[src/design/flow_vector_to_rgb_quantizer_top_defines.svh]
// Assertion macros for the flow vector quantizer modules, included by fvq_skid.
`ifndef FLOW_VECTOR_TO_RGB_QUANTIZER_TOP_DEFINES_SVH
`define FLOW_VECTOR_TO_RGB_QUANTIZER_TOP_DEFINES_SVH

// Same-cycle implication, disabled while rst is high.
`define FVQ_ASSERT_IMPLIES(name, clk, rst, ante, cons) \
   name: assert property (@(posedge clk) disable iff (rst) (ante) |-> (cons)) \
      else $error("fvq assertion failed: same-cycle implication");

// Next-cycle implication, disabled while rst is high.
`define FVQ_ASSERT_NEXT(name, clk, rst, ante, cons) \
   name: assert property (@(posedge clk) disable iff (rst) (ante) |=> (cons)) \
      else $error("fvq assertion failed: next-cycle implication");

`endif

[src/design/fvq_pkg.sv]
// Types and constants of the flow vector to RGB quantizer.
package fvq_pkg;

   localparam int FLOW_WIDTH      = 16;
   localparam int BYTE_WIDTH      = 8;
   localparam int SQUARE_WIDTH    = 31;
   localparam int RADICAND_WIDTH  = 32;
   localparam int ROOT_WIDTH      = 16;
   localparam int MAG_WIDTH       = 17;
   localparam int VALUE_WIDTH     = 18;
   localparam int NUM_WIDTH       = 24;
   localparam int DEN_WIDTH       = 16;
   localparam int DIV_STEPS       = 8;
   localparam int LANES           = 3;
   localparam int CSR_INDEX_WIDTH = 8;

   localparam logic [CSR_INDEX_WIDTH-1:0] CSR_LOWER_BOUND = 8'd0;
   localparam logic [CSR_INDEX_WIDTH-1:0] CSR_UPPER_BOUND = 8'd1;

   localparam logic signed [FLOW_WIDTH-1:0] LOWER_BOUND_RESET = -16'sd3840;
   localparam logic signed [FLOW_WIDTH-1:0] UPPER_BOUND_RESET = 16'sd3840;

   localparam logic [BYTE_WIDTH-1:0] BYTE_MAX = 8'd255;

   typedef struct packed {
      logic signed [FLOW_WIDTH-1:0] flow_horizontal;
      logic signed [FLOW_WIDTH-1:0] flow_vertical;
   } req_payload_type;

   typedef struct packed {
      logic [BYTE_WIDTH-1:0] red_byte;
      logic [BYTE_WIDTH-1:0] green_byte;
      logic [BYTE_WIDTH-1:0] blue_byte;
   } rsp_payload_type;

endpackage

[src/design/fvq_skid.sv]
// Output register with a skid entry that decouples the pipeline from the stall.
module fvq_skid (
   input  logic                      clock,
   input  logic                      reset,
   input  logic                      in_valid,
   input  fvq_pkg::rsp_payload_type  in_payload,
   output logic                      advance,
   output logic                      rsp_valid,
   input  logic                      rsp_stall,
   output fvq_pkg::rsp_payload_type  rsp_payload
);
   import fvq_pkg::*;

   `include "flow_vector_to_rgb_quantizer_top_defines.svh"

   logic            out_valid_ff;
   logic            skid_valid_ff;
   rsp_payload_type out_payload_ff;
   rsp_payload_type skid_payload_ff;
   logic            out_free;

   always_comb begin
      out_free = !out_valid_ff || !rsp_stall;
      advance  = !skid_valid_ff;
   end

   always_ff @(posedge clock) begin
      if (reset) begin
         out_valid_ff  <= 1'b0;
         skid_valid_ff <= 1'b0;
      end else if (out_free) begin
         if (skid_valid_ff) begin
            out_valid_ff  <= 1'b1;
            skid_valid_ff <= 1'b0;
         end else begin
            out_valid_ff <= in_valid;
         end
      end else if (in_valid && !skid_valid_ff) begin
         skid_valid_ff <= 1'b1;
      end
   end

   always_ff @(posedge clock) begin
      if (out_free) begin
         out_payload_ff <= skid_valid_ff ? skid_payload_ff : in_payload;
      end else if (!skid_valid_ff) begin
         skid_payload_ff <= in_payload;
      end
   end

   assign rsp_valid   = out_valid_ff;
   assign rsp_payload = out_payload_ff;

   `FVQ_ASSERT_IMPLIES(a_skid_needs_out, clock, reset, skid_valid_ff, out_valid_ff)
   `FVQ_ASSERT_IMPLIES(a_skid_fill_on_stall, clock, reset, $rose(skid_valid_ff), $past(out_valid_ff && rsp_stall))
   `FVQ_ASSERT_NEXT(a_empty_after_reset, clock, 1'b0, reset, !out_valid_ff && !skid_valid_ff)
   `FVQ_ASSERT_NEXT(a_skid_holds, clock, reset, out_valid_ff && rsp_stall && skid_valid_ff, skid_valid_ff)

endmodule

[config.mk]
export PLATFORM = sky130hd
export DESIGN_NAME = fvq_skid
export DESIGN_NICKNAME = d
export VERILOG_FILES = /design/src/design/fvq_pkg.sv /design/src/design/fvq_skid.sv
export VERILOG_INCLUDE_DIRS = /design/src /design/src/design
export SDC_FILE = /design/constraint.sdc
export NUM_CORES = 1
export LEC_CHECK = 0
export ABC_AREA = 1
export BUFFER_PORTS_ARGS = -buffer_cell sky130_fd_sc_hd__buf_2
export CORE_ASPECT_RATIO = 1.75
export CORE_UTILIZATION = 40
export DETAILED_ROUTE_END_ITERATION = 7
export PLACE_DENSITY = 0.73
export RECOVER_POWER = 25
export SYNTH_ARGS = -nofsm -noshare
export SYNTH_HDL_FRONTEND = slang
export SYNTH_SLANG_ARGS = --single-unit
[constraint.sdc]
create_clock -name clock -period 1.7 [get_ports clock]
set_input_delay 0.255 -clock clock [delete_from_list [all_inputs] [get_ports clock]]
set_output_delay 0.255 -clock clock [all_outputs]
set_load 0.02 [all_outputs]
After elaboration in Yosys (flattened, before gate mapping)
Index checks and enable logic that the tools add are counted.
{"block": "classes", "n_mux": 2, "n_reduce_logical": 6}
{"cell": "$mux W24", "count": 1}
{"cell": "$logic_not A1 Y1", "count": 3}
{"cell": "$reduce_or A2 Y1", "count": 1}
{"cell": "$logic_and A1 B1 Y1", "count": 1}
{"cell": "$logic_or A1 B1 Y1", "count": 1}
{"cell": "$mux W1", "count": 1}
{"block": "word_totals", "regBits": 50, "input_bits": 28, "wordCells": 16}

Logic depth before layout (Yosys ltp)
{"block": "depth", "ltp_word": 3, "mapped_depth": 5}

Worst setup path before layout
No wires, ideal clock.
{"block": "synth_path", "path_type": "register to register", "start": "register out_valid_ff (netlist: rsp_valid)", "end": "register skid_payload_ff[0] in the netlist's numbering (enable)", "setup_ns": 0.379, "t_arrival_ns": 1.633, "required_time_ns": 1.321, "path_slack_ns": -0.312, "path_stages_with_launch": 3, "n_path_buf": 0, "period_less_slack_ns": 2.012, "path_cell_list": "dfxtp_1 nand2_1 inv_1"}
{"block": "synth_between", "elab_chain_cells": 2}
{"item": "start, declared", "line": "fvq_skid.sv:16", "rtl": "logic out_valid_ff;"}
{"item": "start signal, assigned", "line": "fvq_skid.sv:36", "rtl": "out_valid_ff <= in_valid;"}
{"item": "$logic_not A1 Y1", "line": "fvq_skid.sv:23", "rtl": "out_free = !out_valid_ff || !rsp_stall;"}
{"item": "$logic_or A1 B1 Y1", "line": "fvq_skid.sv:23"}
{"item": "via out_free", "line": "fvq_skid.sv:20", "rtl": "logic out_free;"}
{"item": "end signal, assigned", "line": "fvq_skid.sv:47", "rtl": "skid_payload_ff <= in_payload;"}
{"item": "end, declared", "line": "fvq_skid.sv:19", "rtl": "rsp_payload_type skid_payload_ff;"}
The timed path passes the listed nets, and every way through them passes these cells.
A chain may end at the register's enable or synchronous reset.

Final worst setup path
{"block": "layout_path", "start": "register skid_valid_ff", "end": "output port advance"}
{"block": "layout_between", "elab_chain_cells": 1}
{"item": "start, declared", "line": "fvq_skid.sv:17", "rtl": "logic skid_valid_ff;"}
{"item": "start signal, assigned", "line": "fvq_skid.sv:30", "rtl": "skid_valid_ff <= 1'b0;"}
{"item": "start signal, assigned", "line": "fvq_skid.sv:34", "rtl": "skid_valid_ff <= 1'b0;"}
{"item": "start signal, assigned", "line": "fvq_skid.sv:39", "rtl": "skid_valid_ff <= 1'b1;"}
{"item": "$logic_not A1 Y1"}
{"item": "end, declared", "line": "fvq_skid.sv:7", "rtl": "output logic advance,"}
No other way between the ends.

==> results.py <==
metrics = {
    "run_status": {
        "status": "complete, no violations",
    },
    "timing": {
        "setup_violations": 0,
        "report.final.slew_viol_count": 0,
        "fin_crit_sh": 0.7657,
        "tightest_slew_ns": 0.5470,
        "hold_violations": 0,
        "setup_slack_ns": 0.3982,
        "max_freq_mhz": 768.2,
        "maxSlewHeadroom": 0.6353,
        "layout_min_cycle_time_ns": 1.302,
        "fin_skew_ns": 0.006302,
        "grt_setup_unrepaired": "no",
        "tns_ns": 0,
    },
    "setup_path": {
        "worstSetupPathType": "register to output port",
        "cp-end-kind": "output port",
        "cp.required_ns": 1.44,
        "r2r-start": "rsp_valid",
        "critPathMaxFanout": 25,
        "arrival_ns": 1.05,
        "r2r_slack_ns": 0.43,
        "r2r.worst_path.cells": 2,
        "crit_path_start_kind": "register",
        "regToRegEndpoint": "skid_payload_ff[5]",
    },
    "synthesis": {
        "muxShareOfSynthArea": 0,
        "synthAdderAreaFrac": 0,
        "synth_common_cells": "nand2_1 (69), edfxtp_1 (48), nand2_2 (5)",
        "syn_nets": 164,
        "synth-seq-area-share": 0.7936,
        "synth_area_leaders": "edfxtp_1 (77%), nand2_1 (14%), dfxtp_1 (2.1%), buf_6 (1.8%), nand2_2 (1.7%)",
        "netlist_area_um2": 1867,
        "synth_edf_count": 48,
        "synth_top_family_by_area": "simple AND/OR/NAND/NOR gates",
        "syn_avg_cell_area_um2": 13.73,
        "synth_xor_area_frac": 0,
        "ys.warnings.count": 0,
        "post-synth-top-count-cell": "nand2_1",
        "async_reset_ff_frac": 0,
        "netlist_instances": 136,
        "synth_simple_gate_area_frac": 0.1622,
        "synth_cell_types": 12,
        "postSynthRegisterBits": 50,
        "synth_compound_area_frac": 0.002681,
        "ys.flop_type": "edfxtp_1",
        "yosys.area.top_type": "edfxtp_1",
        "netlist.area_leader.share": 0.7721,
    },
    "clock_tree": {
        "clock_sinks": 50,
        "cts_buffers": 5,
        "cts_tree": "done",
        "hold_buffers": 0,
        "cts_resized": 0,
        "cts_buffer_depth": 2,
        "cts_root_buffer": "clkbuf_8",
        "clkTransAtPathRegs_ns": 0.08,
        "cts_max_level": 2,
        "clock_latency_ns": 0.29,
        "cts_setup_buffers": 0,
    },
    "route": {
        "wl_per_cell_um": 12.68,
        "viasPerCell": 4.679,
        "dr_wl_met2_um": 1623,
        "drc": 0,
        "wirelength_um": 3120,
        "drt_iter0_markers": 33,
        "ant_nets": 0,
        "wl_met3_um": 190,
        "dr.pass1.iters": 4,
        "topRoutingLayerUsed": "met4",
        "vias": 1151,
        "drt-met1-wl_um": 1255,
    },
    "floorplanning": {
        "start_util": 0.4200,
        "core_area_um2": 4444,
        "dieArea_um2": 4955,
        "rows": 32,
        "ios": 54,
        "fp.dieH_um": 92.37,
        "die_w_um": 53.64,
    },
    "final_layout": {
        "drive_gt1_frac": 0.3538,
        "final_net_count": 222,
        "num_antenna_cells": 0,
        "fin_area_um2": 2241,
        "post-route-util": 0.5042,
        "layout-area-overhead-vs-synth_pct": 20.04,
    },
    "global_routing": {
        "grt_pass1_wl_um": 5147,
        "globalRouteTotalUtil": 0.1492,
        "grt-ovfl-total": 0,
        "grt_pass1_vias": 1143,
        "antenna_found_initial": 0,
        "grt_max_degree": 26,
    },
    "run": {
        "max_cap_violations": 0,
    },
    "pwr": {
        "switching_share": 0.2309,
        "netSwitchingPower_mw": 0.5406,
        "p_clk_frac": 0.276,
        "combPwrFrac": 0.099,
        "peakVddDrop_mv": 0.7658,
        "cell_internal_pwr_mw": 1.800,
        "p_seq_frac": 0.625,
        "p_leak_nw": 0.9676,
        "powerDensity_nw_per_um2": 1045,
    },
    "hold_path": {
        "hold_depth": 3,
        "min_from": "in_valid",
        "hold_end": "rsp_valid",
        "hold_class": "input port to register",
    },
    "placed_design": {
        "place_ws_ns": 0.3685,
        "portBuffers": 53,
        "gp_congestion": 0.7303,
        "place_hpwl_um": 2194,
        "placed_area_um2": 2163,
    },
}
-- metrics by stage --
step | instances | power [mW] | hold WS (ns)
2_1_floorplan | 136 | 1.631 | 0.3798
3_3_place_gp | 238 | 1.724 | 0.4907
3_5_place_dp | 238 | 1.729 | 0.5114
4_1_cts | 246 | 2.375 | 0.1992
5_1_grt | 246 | 2.455 | 0.1926
6_report | 246 | 2.341 | 0.2062
-- critical path, stage by stage (launching register included) --
cell     delay [ns]
dfxtp_1        0.36
inv_6          0.19
buf_2          0.20
-- state kept, by name, summed over array words and instances, names as in the netlist --
register	count
rsp_valid	1
rsp_payload	24
skid_payload_ff	24
skid_valid_ff	1
-- final cells by class --
type | instances | area (um2)
Fill cell | 417 | 2203
Timing Repair Buffer | 56 | 280.3
Inverter | 3 | 20.02
Multi-Input combinational cell | 78 | 310.3
Tap cell | 51 | 63.81
Sequential cell | 50 | 1481
Clock inverter | 3 | 16.27
Clock buffer | 5 | 68.82
-- layout by cell type, fill, tap and decap left out --
master | synthesis | routed
clkinvlp_4 | 0 | 2
nand3_1 | 1 | 1
dfxtp_1 | 2 | 2
o21ai_0 | 1 | 1
nand2_2 | 5 | 6
inv_1 | 2 | 1
clkbuf_1 | 0 | 2
buf_4 | 1 | 1
clkinv_1 | 0 | 1
buf_2 | 0 | 53
inv_6 | 1 | 1
clkbuf_8 | 0 | 5
nor2_1 | 2 | 2
edfxtp_1 | 48 | 48
clkinv_2 | 0 | 1
nand2_1 | 69 | 68
-- logic make-up (layout without fill, tap and decap cells) --
group           count (synthesis)  count (layout)
flops                          50              50
simple gates                   77              77
compound gates                  1               1
buf+inv                         8              67
-- layer usage --
metal	GRT usage	vias to the layer above
met5	0	-
met4	0.05921	0
met3	0.04926	6
met2	0.2333	35
met1	0.1860	539
li1	-	571
-- power by group through the flow --
stage                     Clock [mW]  Sequential, mW  Combinational [mW]
after floorplan                    0            1.56              0.0725
after global placement             0            1.49               0.233
after detailed placement           0            1.49               0.238
after CTS                      0.672            1.46               0.239
after global routing           0.726            1.47               0.258
final                          0.646            1.46               0.233
-- worst max path at each step --
stage	start	endpoint	cells after the start
2_1_floorplan	rsp_valid	skid_payload_ff[0]	2
3_3_place_gp	rsp_stall	skid_payload_ff[2]	3
3_5_place_dp	rsp_stall	skid_payload_ff[8]	3
4_1_cts	skid_valid_ff	advance	2
5_1_grt	skid_valid_ff	skid_payload_ff[5]	3
6_report	skid_valid_ff	advance	2
Note: power is estimated with default switching activity, not from simulation.
