<file path="src/design/flow_vector_to_rgb_quantizer_top_defines.svh">
// Assertion macros for the flow vector quantizer modules, included by fvq_skid.
`ifndef FLOW_VECTOR_TO_RGB_QUANTIZER_TOP_DEFINES_SVH
`define FLOW_VECTOR_TO_RGB_QUANTIZER_TOP_DEFINES_SVH

// Same-cycle implication, disabled while rst is high.
`define FVQ_ASSERT_IMPLIES(name, clk, rst, ante, cons) \
   name: assert property (@(posedge clk) disable iff (rst) (ante) |-> (cons)) \
      else $error("fvq assertion failed: same-cycle implication");

// Next-cycle implication, disabled while rst is high.
`define FVQ_ASSERT_NEXT(name, clk, rst, ante, cons) \
   name: assert property (@(posedge clk) disable iff (rst) (ante) |=> (cons)) \
      else $error("fvq assertion failed: next-cycle implication");

`endif

</file>
<file path="src/design/fvq_pkg.sv">
// Types and constants of the flow vector to RGB quantizer.
package fvq_pkg;

   localparam int FLOW_WIDTH      = 16;
   localparam int BYTE_WIDTH      = 8;
   localparam int SQUARE_WIDTH    = 31;
   localparam int RADICAND_WIDTH  = 32;
   localparam int ROOT_WIDTH      = 16;
   localparam int MAG_WIDTH       = 17;
   localparam int VALUE_WIDTH     = 18;
   localparam int NUM_WIDTH       = 24;
   localparam int DEN_WIDTH       = 16;
   localparam int DIV_STEPS       = 8;
   localparam int LANES           = 3;
   localparam int CSR_INDEX_WIDTH = 8;

   localparam logic [CSR_INDEX_WIDTH-1:0] CSR_LOWER_BOUND = 8'd0;
   localparam logic [CSR_INDEX_WIDTH-1:0] CSR_UPPER_BOUND = 8'd1;

   localparam logic signed [FLOW_WIDTH-1:0] LOWER_BOUND_RESET = -16'sd3840;
   localparam logic signed [FLOW_WIDTH-1:0] UPPER_BOUND_RESET = 16'sd3840;

   localparam logic [BYTE_WIDTH-1:0] BYTE_MAX = 8'd255;

   typedef struct packed {
      logic signed [FLOW_WIDTH-1:0] flow_horizontal;
      logic signed [FLOW_WIDTH-1:0] flow_vertical;
   } req_payload_type;

   typedef struct packed {
      logic [BYTE_WIDTH-1:0] red_byte;
      logic [BYTE_WIDTH-1:0] green_byte;
      logic [BYTE_WIDTH-1:0] blue_byte;
   } rsp_payload_type;

endpackage

</file>
<file path="src/design/fvq_sqrt.sv">
// Pipelined rounded square root of x*x + y*y, one root bit per stage.
module fvq_sqrt (
   input  logic                                  clock,
   input  logic                                  reset,
   input  logic                                  advance,
   input  logic                                  in_valid,
   input  logic [fvq_pkg::SQUARE_WIDTH-1:0]      in_square_x,
   input  logic [fvq_pkg::SQUARE_WIDTH-1:0]      in_square_y,
   input  fvq_pkg::req_payload_type              in_pair,
   output logic                                  out_valid,
   output logic [fvq_pkg::MAG_WIDTH-1:0]         out_root,
   output fvq_pkg::req_payload_type              out_pair
);
   import fvq_pkg::*;

   localparam int STEPS = ROOT_WIDTH;

   logic                      valid_ff [0:STEPS];
   logic [RADICAND_WIDTH-1:0] rem_ff   [0:STEPS];
   logic [ROOT_WIDTH-1:0]     root_ff  [0:STEPS];
   req_payload_type           pair_ff  [0:STEPS];

   logic                      round_valid_ff;
   logic [MAG_WIDTH-1:0]      round_root_ff;
   req_payload_type           round_pair_ff;

   // Stage zero forms the radicand.
   always_ff @(posedge clock) begin
      if (reset) begin
         valid_ff[0] <= 1'b0;
      end else if (advance) begin
         valid_ff[0] <= in_valid;
      end
   end

   always_ff @(posedge clock) begin
      if (advance) begin
         rem_ff[0]  <= {1'b0, in_square_x} + {1'b0, in_square_y};
         root_ff[0] <= '0;
         pair_ff[0] <= in_pair;
      end
   end

   // Each stage decides one root bit, most significant first, and keeps
   // the remainder radicand - root*root.
   for (genvar k = 1; k <= STEPS; k++) begin : g_step
      localparam int BIT = STEPS - k;
      logic [RADICAND_WIDTH:0] trial;
      logic                    take;

      always_comb begin
         trial = ({{(RADICAND_WIDTH + 1 - ROOT_WIDTH){1'b0}}, root_ff[k-1]} << (BIT + 1))
               + ((RADICAND_WIDTH + 1)'(1) << (2 * BIT));
         take  = {1'b0, rem_ff[k-1]} >= trial;
      end

      always_ff @(posedge clock) begin
         if (reset) begin
            valid_ff[k] <= 1'b0;
         end else if (advance) begin
            valid_ff[k] <= valid_ff[k-1];
         end
      end

      always_ff @(posedge clock) begin
         if (advance) begin
            rem_ff[k]  <= take ? rem_ff[k-1] - trial[RADICAND_WIDTH-1:0] : rem_ff[k-1];
            root_ff[k] <= take ? root_ff[k-1] | (ROOT_WIDTH'(1) << BIT) : root_ff[k-1];
            pair_ff[k] <= pair_ff[k-1];
         end
      end
   end

   // Round to nearest: step up when the remainder exceeds the floor root.
   always_ff @(posedge clock) begin
      if (reset) begin
         round_valid_ff <= 1'b0;
      end else if (advance) begin
         round_valid_ff <= valid_ff[STEPS];
      end
   end

   always_ff @(posedge clock) begin
      if (advance) begin
         if (rem_ff[STEPS] > {{(RADICAND_WIDTH - ROOT_WIDTH){1'b0}}, root_ff[STEPS]}) begin
            round_root_ff <= {1'b0, root_ff[STEPS]} + MAG_WIDTH'(1);
         end else begin
            round_root_ff <= {1'b0, root_ff[STEPS]};
         end
         round_pair_ff <= pair_ff[STEPS];
      end
   end

   assign out_valid = round_valid_ff;
   assign out_root  = round_root_ff;
   assign out_pair  = round_pair_ff;

endmodule

</file>
<file path="config.mk">
export PLATFORM = sky130hd
export DESIGN_NAME = fvq_sqrt
export DESIGN_NICKNAME = d
export VERILOG_FILES = /design/src/design/flow_vector_to_rgb_quantizer_top_defines.svh /design/src/design/fvq_pkg.sv /design/src/design/fvq_sqrt.sv
export SDC_FILE = /design/constraint.sdc
export NUM_CORES = 1
export LEC_CHECK = 0
export BUFFER_PORTS_ARGS = -buffer_cell sky130_fd_sc_hd__buf_2
export CORE_MARGIN = 4
export CORE_UTILIZATION = 25
export CTS_BUF_LIST = sky130_fd_sc_hd__clkbuf_4
export CTS_CLUSTER_DIAMETER = 200
export CTS_CLUSTER_SIZE = 8
export DETAILED_ROUTE_END_ITERATION = 8
export PLACE_DENSITY = 0.42
export SLEW_MARGIN = 15
export SYNTH_ARGS = -nofsm -noshare
export SYNTH_HDL_FRONTEND = slang
export SYNTH_SLANG_ARGS = --single-unit
</file>
<file path="constraint.sdc">
create_clock -name clock -period 3.82 [get_ports clock]
set_input_delay 0.191 -clock clock [delete_from_list [all_inputs] [get_ports clock]]
set_output_delay 0.191 -clock clock [all_outputs]
set_load 0.005 [all_outputs]
</file>
* Yosys cells after proc, flatten, opt, wreduce, memory -nomap -nowiden
Memory sizes are Yosys's and may differ from the RTL's. A register that Yosys moved wholly into a read port is not among the register bits.
Cells that the tools add are included.
** Cells by class
- $lt $le $gt $ge :: 17
- Bitwise gates (word level) :: 17
- Shift operators :: 0
- Eq/ne operators :: 0
- $add $sub $neg :: 34
- Mux-type cells :: 56
- Div/mod/pow operators :: 0
- Multipliers :: 0
- Reductions and logical operators :: 0
** Operators by type and width (number)
- 32-bit two-way mux :: 16
- 32-bit subtractor :: 2
- 32-bit by 31-bit adder with 33-bit output, second input constant :: 1
- 32-bit by 33-bit greater-or-equal comparator with 1-bit output :: 1
- 31-bit by 29-bit adder with 32-bit output, second input constant :: 1
- 31-bit by 31-bit adder with 32-bit output :: 1
- 32-bit by 18-bit greater-or-equal comparator with 1-bit output :: 1
- 32-bit by 19-bit greater-or-equal comparator with 1-bit output :: 1
- 32-bit by 20-bit greater-or-equal comparator with 1-bit output :: 1
- 32-bit by 21-bit greater-or-equal comparator with 1-bit output :: 1
- 32-bit by 22-bit greater-or-equal comparator with 1-bit output :: 1
- 32-bit by 23-bit greater-or-equal comparator with 1-bit output :: 1
- 32-bit by 24-bit greater-or-equal comparator with 1-bit output :: 1
- 32-bit by 25-bit greater-or-equal comparator with 1-bit output :: 1
- 32-bit by 26-bit greater-or-equal comparator with 1-bit output :: 1
- 32-bit by 27-bit greater-or-equal comparator with 1-bit output :: 1
- 32-bit by 28-bit greater-or-equal comparator with 1-bit output :: 1
- 32-bit by 29-bit greater-or-equal comparator with 1-bit output :: 1
- 32-bit by 30-bit greater-or-equal comparator with 1-bit output :: 1
- 32-bit by 31-bit greater-or-equal comparator with 1-bit output :: 1
- 32-bit greater-or-equal comparator :: 1
- 32-bit by 16-bit greater-than comparator with 1-bit output :: 1
- 16-bit two-way mux :: 2
- 32-bit by 18-bit subtractor with 32-bit output :: 1
- 44 further kinds :: 83
** Storage, ports and cells
- Memory bits (writable) :: 1377
- Memories :: 4
- Memory bits (read-only) :: 0
- Bits in latches :: 0
- Flip-flop bits (word level) :: 17
- Output and inout bits :: 50
- Input bits :: 98
** Memories
- pair_ff :: words 17, bits a word 32, rd ports 17, clocked after Yosys merged registers in 1, wr ports 17, RTL line fvq_sqrt.sv:21 : req_payload_type pair_ff [0:STEPS];
- rem_ff :: words 17, bits a word 32, rd ports 17, clocked after Yosys merged registers in 0, wr ports 17, RTL line fvq_sqrt.sv:19 : logic [RADICAND_WIDTH-1:0] rem_ff [0:STEPS];
- root_ff :: words 17, bits a word 16, rd ports 17, clocked after Yosys merged registers in 0, wr ports 17, RTL line fvq_sqrt.sv:20 : logic [ROOT_WIDTH-1:0] root_ff [0:STEPS];
- valid_ff :: words 17, bits a word 1, rd ports 17, clocked after Yosys merged registers in 1, wr ports 17, RTL line fvq_sqrt.sv:18 : logic valid_ff [0:STEPS];

* Longest topological paths before layout
- Word-level depth :: 4
- Depth in mapped cells :: 12
- Gate-level depth less buffers :: 10

* Least setup slack after synthesis
OpenSTA, ideal clock, no wires.
- Path kind :: register to register
- Start :: mem rem_ff[7][24] (netlist: rem_ff[0][248])
- End :: mem rem_ff[8][27] (netlist: rem_ff[0][283]) (data pin)
- Clock period less this slack :: 2765 ps
- Path slack :: 1055 ps
- Path buffers :: 0
- Setup time :: 271 ps
- Arrival time :: 2494 ps
- Cell stages (with the launch flop) :: 9
- Path through :: edfxtp_1 -> ha_1 -> or4_1 -> or4_1 -> a311oi_1 -> a21boi_4 -> nand4b_4 -> nor4_1 -> xor2_1
** RTL lines (RTL line)
- start: declaration :: fvq_sqrt.sv:19

==> impl_metrics.csv <==
group,metric,value,unit
global_routing,grt_pass1_vias,30700,
logic_synthesis,syn_nets,3775,
power,ir_worst_vdd,0.000285,V
logic_synthesis,synth_area,53000,um2
clock_tree,cts_made_buffers,179,
critical_path,endpoint_kind,"flip-flop",
timing,hold_viol_final,0,
logic_synthesis,synth_edf_count,1290,
logic_synthesis,yosys.area.top_type,"edfxtp_1",
timing,rsz0062_at_grt,"false",
floorplan,rows,168,
timing,slew_violations,0,
global_routing,grt_pass1_wl,159000,um
logic_synthesis,syn_inst,3476,
power,p_leak,22.1,nW
routing,drc,0,
global_routing,overflow,0,
clock_tree,post_cts_buffers,0,
logic_synthesis,yosys-mux-area-fraction,0.486,%
timing,fmax,0.256,GHz
timing,period_needed,3.91,ns
clock_tree,clock_latency,1.24,ns
timing,setup_viol,3,
critical_path,reg2reg_from,"rem_ff[0][248]",
timing,worst_pin_slew,1.05,ns
power,power_density,481,nW/um2
logic_synthesis,synth_area_leaders,"edfxtp_1, ha_1, xnor2_1, xor2_1, o21ai_0",
logic_synthesis,avgSynthCellArea,15.2,um2
finish,final_common_cell,"edfxtp_1",
floorplan,start_util,25.2,%
run_status,status,"complete, but fails checks",
global_routing,antenna_found_initial,4,
finish,nFillCells,21000,
critical_path,critPathRequiredTime,4.82,ns
clock_tree,cts.sinks,1291,
critical_path,critical_path_class,"primary input to flip-flop",
logic_synthesis,synth_simple_gate_area_share,8.19,%
floorplan,die_h,468,um
floorplan,core-area,210000,um2
critical_path,crit_path_max_incr_delay,0.69,ns
hold_path,min_from,"in_square_x[14]",
critical_path,critPathMaxFanout,6,
routing,routedWlPerCell,14.3,um
critical_path,worstPathBufferInverterCount,6,
logic_synthesis,ys_warn_count,0,
global_routing,grt_max_degree,128,
floorplan,dieArea,219000,um2
timing,slew_headroom,29.7,%
clock_tree,htreeDepth,4,
critical_path,startpoint,"in_square_y[18]",
routing,vias_per_cell,4.19,
placed_design,place_ws,0.443,ns
critical_path,path_common_cell,"dlygate4sd3_1",
routing,ant_nets,0,
clock_tree,clock_path_buffers,3,
global_routing,grtUsageTotal,9.03,%
logic_synthesis,synth_top_family_by_area,"simple AND/OR/NAND/NOR gates",
critical_path,cp-start-kind,"primary input",
timing,period_share,102,%
routing,drt_iter0_markers,1341,
floorplan,die_x,468,um
routing,firstDrtPassIters,5,
critical_path,cp_top_family,"buffers and inverters",
logic_synthesis,async_flop_share,0,%
finish,mostFrequentLayoutCells,"edfxtp_1, dlygate4sd3_1, inv_1",
placed_design,port_buffers,147,
finish,drive_above_1_share,11.6,%
clock_tree,cts_tree,"built",
critical_path,critPathSlowestCell,"dlygate4sd3_1",
logic_synthesis,yosysSeqAreaShare,73.1,%
clock_tree,clk_transition_reported_paths,0.09,ns
placed_design,dp_hpwl,65400,um
timing,final.setup.worst_slack,-0.0867,ns
timing,skew,0.0993,ns
logic_synthesis,synthAdderAreaFrac,4.76,%
critical_path,path_cells,"dlygate4sd3_1 > buf_2 > dlygate4sd3_1 > ha_1 > dlygate4sd3_1 > nand4_1 > nor4_1 > o21ai_0 > a31oi_2 > a221oi_1 > dlygate4sd3_1 > xnor2_1 > dlygate4sd3_1",
finish,final_nets,4375,
placed_design,gp_congestion,0.835,
flow_run,cap_violations,0,
logic_synthesis,synth-compound-area-share,7.02,%
routing,wirelength,99000,um
logic_synthesis,ys_ff_latch,1291,
run_status,violations,"negative setup slack",
timing,fin_setup_tns,-0.107,ns
hold_path,hold_path_class,"primary input to flip-flop",
logic_synthesis,synth_ff_type,"edfxtp_1",
routing,vias,29000,
critical_path,crit_arrival,4.90,ns
finish,area_growth,16.8,%
floorplan,io_pins,148,
clock_tree,cts-root-buf,"clkbuf_4",
logic_synthesis,synth_cell_types,87,
logic_synthesis,yosysTopAreaCellShare,73.1,%
logic_synthesis,synth_xor_area_share,4.49,%
## registers in the layout, indices dropped and copies added (netlist names)
name / flops
rem_ff: 544
valid_ff: 17
out_pair: 32
out_valid: 1
out_root: 17
root_ff: 136
pair_ff: 544
## path summary, 6_finish.rpt
| check | end | slack (ns) | cells past startpoint |
|---|---|---|---|
| worst max-delay path | rem_ff[0][28] | -0.09 | 13 |
| worst min-delay path | rem_ff[0][16] | 0.24 | 6 |
| worst max register to register | rem_ff[0][283] | 0.55 | 8 |
| worst min register to register | pair_ff[9][19] | 0.35 | 0 |
## what timing repair did
action / 4_1_cts / 5_1_grt
setup endpoints to repair: 0 / 1
gates resized for setup: 0 / 1
hold endpoints to repair: 1372 / 0
hold buffers: 255 / 0
## Yosys cell counts (8+ instances only)
library cell,count
nand2_1,198
o31ai_1,13
o21bai_1,16
o21ai_0,182
mux2_2,18
or3_1,26
a21oi_1,168
edfxtp_1,1290
and2_1,28
o2111ai_1,15
nor2b_1,26
nand4_1,51
xnor2_1,158
a31oi_1,16
nor3_1,64
and3_1,14
nor2_1,168
o211ai_1,16
a21o_1,48
or4_1,17
nand3_1,50
clkbuf_1,38
nor4b_1,14
xor2_1,114
nand2b_1,36
ha_1,200
a211oi_1,20
nor4_1,87
or2_2,10
a211o_1,8
o21a_1,24
inv_1,209
## metrics by stage
step                      std cells  area, um2  util, %  hold slack (ns)  power, mW
final                          6917      61900     29.4            0.235       29.8
after global routing           6916      61900     29.4           0.0693       31.8
after CTS                      6908      61900     29.4         0.000547       30.5
after detailed placement       6445      57700     27.5            0.369       22.8
after global placement         6445      57700     27.5            0.367       22.7
after floorplan                3476      53000        -            0.263       21.2
## layout make-up
class | instances | area [um2] | area share, %
clock inverter | 16 | 153 | 0.247
multi-input combinational | 1923 | 13200 | 21.4
sequential | 1291 | 38800 | 62.6
antenna | 9 | 22.5 | 0.0364
timing repair buffer | 469 | 3970 | 6.42
tap | 2805 | 3510 | 5.67
inverter | 212 | 796 | 1.29
clock buffer | 192 | 1440 | 2.33
## power by group
part	total [mW]	switching (mW)	leakage [nW]	internal [mW]
clock	7.05	4.68	0.953	2.37
combinational	4.52	2.48	8.63	2.04
sequential	18.2	0.822	12.5	17.4
## cells by family (layout without fill, tap and decap cells)
kind of cell	Yosys count	count (layout)
AO/OA/AOI/OAI	594	594
XOR/XNOR	272	272
adder cells (fa/ha/maj)	201	201
buffers and inverters	262	889
flip-flops	1291	1291
multiplexers	23	23
other	0	9
AND/OR/NAND/NOR	833	833
## routing by layer
layer / wire length, um / track usage [%] / share of wire, %
met4: 4510 / 4.62 / 4.6
met3: 4150 / 2.24 / 4.2
met2: 50900 / 16.6 / 51
met1: 39400 / 9.55 / 40
met5: 13 / 0 / 0.013
## worst reg2reg max path, cell delays in order (launching register included)
cell,delay (ns)
edfxtp_1,0.41
ha_1,0.24
or4_1,0.48
or4_1,0.47
a311oi_1,0.41
a21boi_4,0.52
nand4b_4,0.26
nor4_1,0.07
xor2_1,0.14
Note: power is estimated with default switching activity, not from simulation.
