### src/design/flow_vector_to_rgb_quantizer_top_defines.svh
// Assertion macros for the flow vector quantizer modules, included by fvq_skid.
`ifndef FLOW_VECTOR_TO_RGB_QUANTIZER_TOP_DEFINES_SVH
`define FLOW_VECTOR_TO_RGB_QUANTIZER_TOP_DEFINES_SVH

// Same-cycle implication, disabled while rst is high.
`define FVQ_ASSERT_IMPLIES(name, clk, rst, ante, cons) \
   name: assert property (@(posedge clk) disable iff (rst) (ante) |-> (cons)) \
      else $error("fvq assertion failed: same-cycle implication");

// Next-cycle implication, disabled while rst is high.
`define FVQ_ASSERT_NEXT(name, clk, rst, ante, cons) \
   name: assert property (@(posedge clk) disable iff (rst) (ante) |=> (cons)) \
      else $error("fvq assertion failed: next-cycle implication");

`endif

### src/design/fvq_pkg.sv
// Types and constants of the flow vector to RGB quantizer.
package fvq_pkg;

   localparam int FLOW_WIDTH      = 16;
   localparam int BYTE_WIDTH      = 8;
   localparam int SQUARE_WIDTH    = 31;
   localparam int RADICAND_WIDTH  = 32;
   localparam int ROOT_WIDTH      = 16;
   localparam int MAG_WIDTH       = 17;
   localparam int VALUE_WIDTH     = 18;
   localparam int NUM_WIDTH       = 24;
   localparam int DEN_WIDTH       = 16;
   localparam int DIV_STEPS       = 8;
   localparam int LANES           = 3;
   localparam int CSR_INDEX_WIDTH = 8;

   localparam logic [CSR_INDEX_WIDTH-1:0] CSR_LOWER_BOUND = 8'd0;
   localparam logic [CSR_INDEX_WIDTH-1:0] CSR_UPPER_BOUND = 8'd1;

   localparam logic signed [FLOW_WIDTH-1:0] LOWER_BOUND_RESET = -16'sd3840;
   localparam logic signed [FLOW_WIDTH-1:0] UPPER_BOUND_RESET = 16'sd3840;

   localparam logic [BYTE_WIDTH-1:0] BYTE_MAX = 8'd255;

   typedef struct packed {
      logic signed [FLOW_WIDTH-1:0] flow_horizontal;
      logic signed [FLOW_WIDTH-1:0] flow_vertical;
   } req_payload_type;

   typedef struct packed {
      logic [BYTE_WIDTH-1:0] red_byte;
      logic [BYTE_WIDTH-1:0] green_byte;
      logic [BYTE_WIDTH-1:0] blue_byte;
   } rsp_payload_type;

endpackage

### src/design/fvq_quant.sv
// Three-lane clamp and round-half-even quantizer with a pipelined divider.
module fvq_quant (
   input  logic                                    clock,
   input  logic                                    reset,
   input  logic                                    advance,
   input  logic                                    in_valid,
   input  logic signed [fvq_pkg::VALUE_WIDTH-1:0]  in_value [0:fvq_pkg::LANES-1],
   input  logic signed [fvq_pkg::FLOW_WIDTH-1:0]   lower_bound,
   input  logic signed [fvq_pkg::FLOW_WIDTH-1:0]   upper_bound,
   output logic                                    out_valid,
   output logic [fvq_pkg::BYTE_WIDTH-1:0]          out_byte [0:fvq_pkg::LANES-1]
);
   import fvq_pkg::*;

   logic                   valid_ff  [0:DIV_STEPS];
   logic [DEN_WIDTH-1:0]   den_ff    [0:DIV_STEPS];
   logic [NUM_WIDTH-1:0]   rem_ff    [0:LANES-1][0:DIV_STEPS];
   logic [BYTE_WIDTH-1:0]  q_ff      [0:LANES-1][0:DIV_STEPS];
   logic                   sat_hi_ff [0:LANES-1][0:DIV_STEPS];
   logic                   sat_lo_ff [0:LANES-1][0:DIV_STEPS];

   logic                   out_valid_ff;
   logic [BYTE_WIDTH-1:0]  byte_ff   [0:LANES-1];

   logic signed [FLOW_WIDTH:0] span;
   logic                       bounds_empty;

   always_comb begin
      span         = {upper_bound[FLOW_WIDTH-1], upper_bound}
                   - {lower_bound[FLOW_WIDTH-1], lower_bound};
      bounds_empty = upper_bound <= lower_bound;
   end

   // The valid bit and divisor travel beside the lane data.
   always_ff @(posedge clock) begin
      if (reset) begin
         valid_ff[0] <= 1'b0;
      end else if (advance) begin
         valid_ff[0] <= in_valid;
      end
   end

   always_ff @(posedge clock) begin
      if (advance) begin
         den_ff[0] <= span[DEN_WIDTH-1:0];
      end
   end

   for (genvar k = 1; k <= DIV_STEPS; k++) begin : g_ctl
      always_ff @(posedge clock) begin
         if (reset) begin
            valid_ff[k] <= 1'b0;
         end else if (advance) begin
            valid_ff[k] <= valid_ff[k-1];
         end
      end

      always_ff @(posedge clock) begin
         if (advance) begin
            den_ff[k] <= den_ff[k-1];
         end
      end
   end

   for (genvar l = 0; l < LANES; l++) begin : g_lane
      logic signed [VALUE_WIDTH:0] diff;
      logic [DEN_WIDTH-1:0]        offset;
      logic [NUM_WIDTH:0]          twice_rem;
      logic                        round_up;
      logic [BYTE_WIDTH:0]         q_rounded;

      // Offset from the low bound, scaled by 255 as (d << 8) - d.
      always_comb begin
         diff   = {in_value[l][VALUE_WIDTH-1], in_value[l]}
                - (VALUE_WIDTH + 1)'(lower_bound);
         offset = diff[DEN_WIDTH-1:0];
      end

      always_ff @(posedge clock) begin
         if (advance) begin
            rem_ff[l][0]    <= {offset, {BYTE_WIDTH{1'b0}}}
                             - {{BYTE_WIDTH{1'b0}}, offset};
            q_ff[l][0]      <= '0;
            sat_hi_ff[l][0] <= in_value[l] > upper_bound;
            sat_lo_ff[l][0] <= bounds_empty || (in_value[l] < lower_bound);
         end
      end

      // Restoring division, one quotient bit per stage.
      for (genvar k = 1; k <= DIV_STEPS; k++) begin : g_div
         localparam int BIT = DIV_STEPS - k;
         logic [NUM_WIDTH-1:0] shifted;
         logic                 take;

         always_comb begin
            shifted = {{(NUM_WIDTH - DEN_WIDTH){1'b0}}, den_ff[k-1]} << BIT;
            take    = rem_ff[l][k-1] >= shifted;
         end

         always_ff @(posedge clock) begin
            if (advance) begin
               rem_ff[l][k]    <= take ? rem_ff[l][k-1] - shifted : rem_ff[l][k-1];
               q_ff[l][k]      <= take ? q_ff[l][k-1] | (BYTE_WIDTH'(1) << BIT)
                                       : q_ff[l][k-1];
               sat_hi_ff[l][k] <= sat_hi_ff[l][k-1];
               sat_lo_ff[l][k] <= sat_lo_ff[l][k-1];
            end
         end
      end

      // Round half to even, then apply the clamp flags.
      always_comb begin
         twice_rem = {rem_ff[l][DIV_STEPS], 1'b0};
         round_up  = (twice_rem > {{(NUM_WIDTH + 1 - DEN_WIDTH){1'b0}}, den_ff[DIV_STEPS]})
                  || ((twice_rem == {{(NUM_WIDTH + 1 - DEN_WIDTH){1'b0}}, den_ff[DIV_STEPS]})
                      && q_ff[l][DIV_STEPS][0]);
         q_rounded = {1'b0, q_ff[l][DIV_STEPS]} + (BYTE_WIDTH + 1)'(round_up);
      end

      always_ff @(posedge clock) begin
         if (advance) begin
            if (sat_hi_ff[l][DIV_STEPS]) begin
               byte_ff[l] <= BYTE_MAX;
            end else if (sat_lo_ff[l][DIV_STEPS]) begin
               byte_ff[l] <= '0;
            end else if (q_rounded[BYTE_WIDTH]) begin
               byte_ff[l] <= BYTE_MAX;
            end else begin
               byte_ff[l] <= q_rounded[BYTE_WIDTH-1:0];
            end
         end
      end

      assign out_byte[l] = byte_ff[l];
   end

   always_ff @(posedge clock) begin
      if (reset) begin
         out_valid_ff <= 1'b0;
      end else if (advance) begin
         out_valid_ff <= valid_ff[DIV_STEPS];
      end
   end

   assign out_valid = out_valid_ff;

endmodule

### config.mk
export PLATFORM = sky130hd
export DESIGN_NAME = fvq_quant
export DESIGN_NICKNAME = d
export VERILOG_FILES = /design/src/design/flow_vector_to_rgb_quantizer_top_defines.svh /design/src/design/fvq_pkg.sv /design/src/design/fvq_quant.sv
export SDC_FILE = /design/constraint.sdc
export NUM_CORES = 2
export LEC_CHECK = 0
export ABC_CLOCK_PERIOD_IN_PS = 6970
export BUFFER_PORTS_ARGS = -buffer_cell sky130_fd_sc_hd__buf_4
export CAP_MARGIN = 20
export CORE_MARGIN = 1
export CORE_UTILIZATION = 50
export CTS_BUF_LIST = sky130_fd_sc_hd__clkbuf_4 sky130_fd_sc_hd__clkbuf_8 sky130_fd_sc_hd__clkbuf_16
export DETAILED_ROUTE_END_ITERATION = 12
export MAX_ROUTING_LAYER = met4
export PLACE_DENSITY = 0.67
export SYNTH_ARGS = -nofsm -noshare
export SYNTH_HDL_FRONTEND = slang
export SYNTH_SLANG_ARGS = --single-unit
### constraint.sdc
create_clock -name clock -period 6.97 [get_ports clock]
set_input_delay 1.0455 -clock clock [delete_from_list [all_inputs] [get_ports clock]]
set_output_delay 1.0455 -clock clock [all_outputs]
set_load 0.02 [all_outputs]
======== Yosys cells after proc, flatten, opt, wreduce, memory -nomap -nowiden ========
Memories as Yosys holds them, arrays and structs flattened. A register that Yosys moved wholly into a read port is not among the register bits.
Index checks and enable logic that the tools add are counted.
Widths: inputs -> output; s select.
cells by class
  add/subtract/negate cells ............... 34
  magnitude comparators ................... 34
  eq/ne operators ......................... 3
  multiplexer cells ....................... 123
  bitwise gates (word level) .............. 18
  reductions and logical operators ........ 9
operators by type and width
  cell              number
  $mux 24           24
  $sub 24x16->24    6
  $mux 8            12
  $eq 25x16->1      3
  $gt 25x16->1      3
  $ge 24x16->1      3
  $ge 24x17->1      3
  $ge 24x18->1      3
  $ge 24x19->1      3
  $ge 24x20->1      3
  $ge 24x21->1      3
  $ge 24x22->1      3
  $ge 24x23->1      3
  $sub 24x17->24    3
  $sub 24x18->24    3
  $sub 24x19->24    3
  $sub 24x20->24    3
  $sub 24x21->24    3
  $sub 24x22->24    3
  $sub 24x23->24    3
  $mux 1            69
  $sub 16x16->16    4
  $gt 18x16->1      3
  $lt 18x16->1      3
  11 further kinds  49
storage, ports and cells
  register bits ........................... 0
  RAM bits ................................ 1071
  bits of input ports ..................... 90
  output and inout port bits .............. 25
  word-level logic and storage cells ...... 228
  memories kept ........................... 7
memories
  name             words  bits a word  read ports  clocked after memory_dff  wr ports  RTL line         source
  rem_ff           3      216          3           0                         3         fvq_quant.sv:17  logic [NUM_WIDTH-1:0] rem_ff [0:LANES-1][0:DIV_STEPS];
  q_ff             3      64           3           0                         3         fvq_quant.sv:18  logic [BYTE_WIDTH-1:0] q_ff [0:LANES-1][0:DIV_STEPS];
  den_ff           9      16           9           0                         9         fvq_quant.sv:16  logic [DEN_WIDTH-1:0] den_ff [0:DIV_STEPS];
  sat_hi_ff        3      9            3           0                         3         fvq_quant.sv:19  logic sat_hi_ff [0:LANES-1][0:DIV_STEPS];
  sat_lo_ff        3      9            3           0                         3         fvq_quant.sv:20  logic sat_lo_ff [0:LANES-1][0:DIV_STEPS];
  byte_ff          3      8            3           0                         3         fvq_quant.sv:23  logic [BYTE_WIDTH-1:0] byte_ff [0:LANES-1];
  1 more memories  -      -            -           -                         -         -

======== Longest topological paths before layout ========
An unclocked memory read counts as a cell.
  depth after elaboration ................. 12
  depth in mapped cells ................... 21
  mapped depth without buffers ............ 21

======== Worst setup path before layout ========
OpenSTA, ideal clock, no wires.
  path type ............................... input port to flip-flop
  from .................................... input port in_value[36] (netlist name)
  to ...................................... memory rem_ff[0][210] (netlist name) (data pin)
  library setup time ...................... 264 ps
  arrival ................................. 4263 ps
  slack ................................... 2443 ps
  cell stages on the path ................. 19
  cells stage by stage .................... inv_1 -> ha_1 -> inv_1 -> fa_1 -> a211oi_2 -> o21ai_1 -> and2_1 -> o22ai_1 -> xnor2_1 -> inv_1 -> ha_1 -> a21o_1 -> a21oi_1 -> o21bai_1 -> a21oi_1 -> a21o_1 -> o41ai_1 -> nor4_1 -> xnor2_1
RTL lines
  what         RTL line         source
  from (decl)  fvq_quant.sv:7   input logic signed [fvq_pkg::VALUE_WIDTH-1:0] in_value [0:fvq_pkg::LANES-1],
  to (decl)    fvq_quant.sv:17

==> metrics.txt <==
fmax=202 MHz; synth-to-layout area growth=10.6%; VDD IR-drop max=between 0.2 and 0.25 mV; sequential fraction of the synthesis area=47.9%; Layout Utilization=between 50% and 60%; Clock Pin Slew Worst Setup and Hold Paths=0.06 ns; Seq cells post-synth=988; postcts setup bufs=0; most frequent cells in the layout=edfxtp_1, ha_1, a21oi_1; drt wl/cell=22.1 um; Starting Density=around half; Die Wd=354 um; Ys Warns=0; min Tclk post-route=4.96 ns; Critical Path Fanout Max=7; GRT Total Usage=27.1%; CTS sink count=approximately 990; Core Region=roughly 0.12 sq mm; setup TNS=0 ns; Critical Path End Type=flip-flop; clock root buffer=clkbuf_16; CP Class=primary input to flip-flop; number of nets in the layout=6576; Final Max Tran Viols=0; CTS Buf Count=108; Critical Path RT=~7.4 ns; crit path DAT=about 5.4 ns; DR vias=~44000; distinct cell type count after synthesis=107; number of synthesized flops with an enable pin=987; Sequential Area=slightly below 0.03 sq mm; DRT iter0 DRCs=between 3000 and 4000; Multi-input gate area=0.0305 sq mm; syn nets=between 6000 and 7000; initial antenna violation count=1; clk buf depth=3; Final period util=71.1%; Setup crit start kind=primary input; port bufs=114; vias in the first global route=43244; die height=354 um; io pins=115; unrepaired setup endpoints after global routing=false; grt ovf=0; Setup-failing EPs final=0; share of layout cells above drive strength 1=around 8.3%; vias per inst=5.76; Max Cap Violations=0; first-pass GRT wire length=251 mm; most common cell after layout, fill and taps aside=edfxtp_1; LEAKAGE=26.9 nW; Skew-Pair Late Insertion Delay=0.73 ns; Resized Gates After CTS=0; HP Class=flip-flop to flip-flop; status=finished clean; Post-Layout Inst Area=slightly below 0.07 sq mm; drt first pass iters=6; Slew headroom=21.7%; worst-margin pin slew=1.16 ns; Final Power=29.4 mW; P per Cell Area=roughly 430 mW/mm^2; Worst Skew=0.0791 ns; post-synthesis cell count=5709; Detail Route Antenna Nets=0; CTS Hold Bufs=0; Remaining DRCs=0; largest net degree at the start of global routing=around 180; drt total wl=168 mm; # diodes=0; Die Area=0.125 sq mm; num rows=128; TritonCTS clock tree=done; Final GP Congestion=slightly above 1; Top FF cell, synth=edfxtp_1; Post-Syn Area=0.0619 sq mm; Post-DP HPWL=135 mm; syn avg cell area=10.8 sq um; number of hold violations in the final report=0; Post-synth ARST share=0%; CTS H-tree depth=3; Filler Cells Inserted=10540; Cell Area, Placed=0.0647 sq mm
metrics by stage:
| step | worst slack [ns] | hold slack, ns | cells |
|---|---|---|---|
| final | 2.01 | 0.380 | 7588 |
| after global routing | 1.60 | 0.388 | 7588 |
| after CTS | 2.15 | 0.376 | 7586 |
| after detailed placement | 1.47 | 0.405 | 7385 |
| after global placement | 1.53 | 0.400 | 7385 |
| after floorplan | 2.44 | 0.400 | 5709 |
logic make-up (layout without fill, tap and decap cells):
logic type | after synthesis | in the layout | share of synthesized area [%]
compound gates | 1455 | 1455 | 14.8
xor+xnor | 505 | 505 | 7.18
fa+ha+maj | 614 | 614 | 12.7
buf+inv | 469 | 723 | 2.92
flops | 988 | 988 | 47.9
mux | 95 | 95 | 1.70
simple gates | 1583 | 1583 | 12.8
worst max-delay path, cell delays in order:
cell,delay (ns)
buf_4,0.10
inv_1,0.18
ha_1,0.34
nor2b_1,0.17
o21ai_0,0.13
o221ai_1,0.37
nand2_1,0.15
o311ai_0,0.79
inv_1,0.19
ha_1,0.38
a21o_1,0.17
a21oi_1,0.26
nor3b_1,0.35
and2_1,0.22
a21boi_1,0.15
nor4b_2,0.27
xnor2_1,0.10
flip-flops by register name, indices dropped and copies added, names as in the netlist:
signal / count
den_ff: 144
out_valid: 1
rem_ff: 648
byte_ff: 24
q_ff: 108
valid_ff: 9
sat_hi_ff: 27
sat_lo_ff: 27
report_power, final:
| part | internal [mW] | leakage, nW | switching (mW) |
|---|---|---|---|
| Clock | 3.40 | 1.81 | 2.43 |
| Sequential | 9.27 | 9.55 | 1.25 |
| Combinational | 5.62 | 15.6 | 7.43 |
| Total | 18.3 | 26.9 | 11.1 |
final timing paths:
kind                           start                  endpoint  slack, ns  cells past startpoint
min reg2reg    q_ff[0][63]$_DFFE_PP_     q_ff[0][55]$_DFFE_PP_       0.38                      0
min            q_ff[0][63]$_DFFE_PP_     q_ff[0][55]$_DFFE_PP_       0.38                      0
max reg2reg  den_ff[6][15]$_DFFE_PP_   rem_ff[2][46]$_DFFE_PP_       2.64                      9
max                   lower_bound[1]  rem_ff[2][215]$_DFFE_PP_       2.01                     17
synthesized netlist by cell type (8+ instances only):
cell type    n  area (sq um)
and3_1      33           206
or2_2       28           175
ha_1       586          7330
a31oi_1     39           244
xor2_1     230          2010
a31o_2       8          70.1
nand3b_1    12          90.1
xnor2_1    272          2380
nand2_1    376          1410
o311ai_0    12           105
clkbuf_1    62           233
or4_1       20           150
fa_1        28           561
a21o_1     152          1140
nor4b_1     13           114
o31a_1      14           123
inv_1      377          1420
a21oi_1    428          2140
o41ai_1     15           131
nand3_1    101           505
o31ai_1     36           270
o211ai_1    27           203
mux2i_1     16           160
edfxtp_1   987         29600
nor4_1      55           344
and2_1      33           206
a211oi_1    38           285
buf_2       19          95.1
mux2_2      77           867
or3_1       54           338
nand4b_1    14           123
a21boi_0    28           210
o21a_1      78           586
nor2b_1     97           607
nand4_1     77           482
o21ai_0    413          2070
o21ai_1     13          65.1
nor2_1     416          1560
o21bai_1    34           255
nand2b_1    94           588
nor3_1     116           581
layer usage:
metal  track usage (%)  up-vias  wire [um]
met3              2.84      388       5120
met2              47.9      977      84700
met1              29.0    20748      65200
met5                 -        -          0
met4              17.6        0      12700
li1                  -    21574          -
cell type report:
cell class	instances	area share [%]
multi-input cells	4252	44.5
repair buffers	143	1.73
clock inverters	79	1.26
well taps	1625	2.97
clock buffers	122	4.10
inverters	379	2.08
flip-flops and latches	988	43.3
Note: power is estimated with default switching activity, not from simulation.
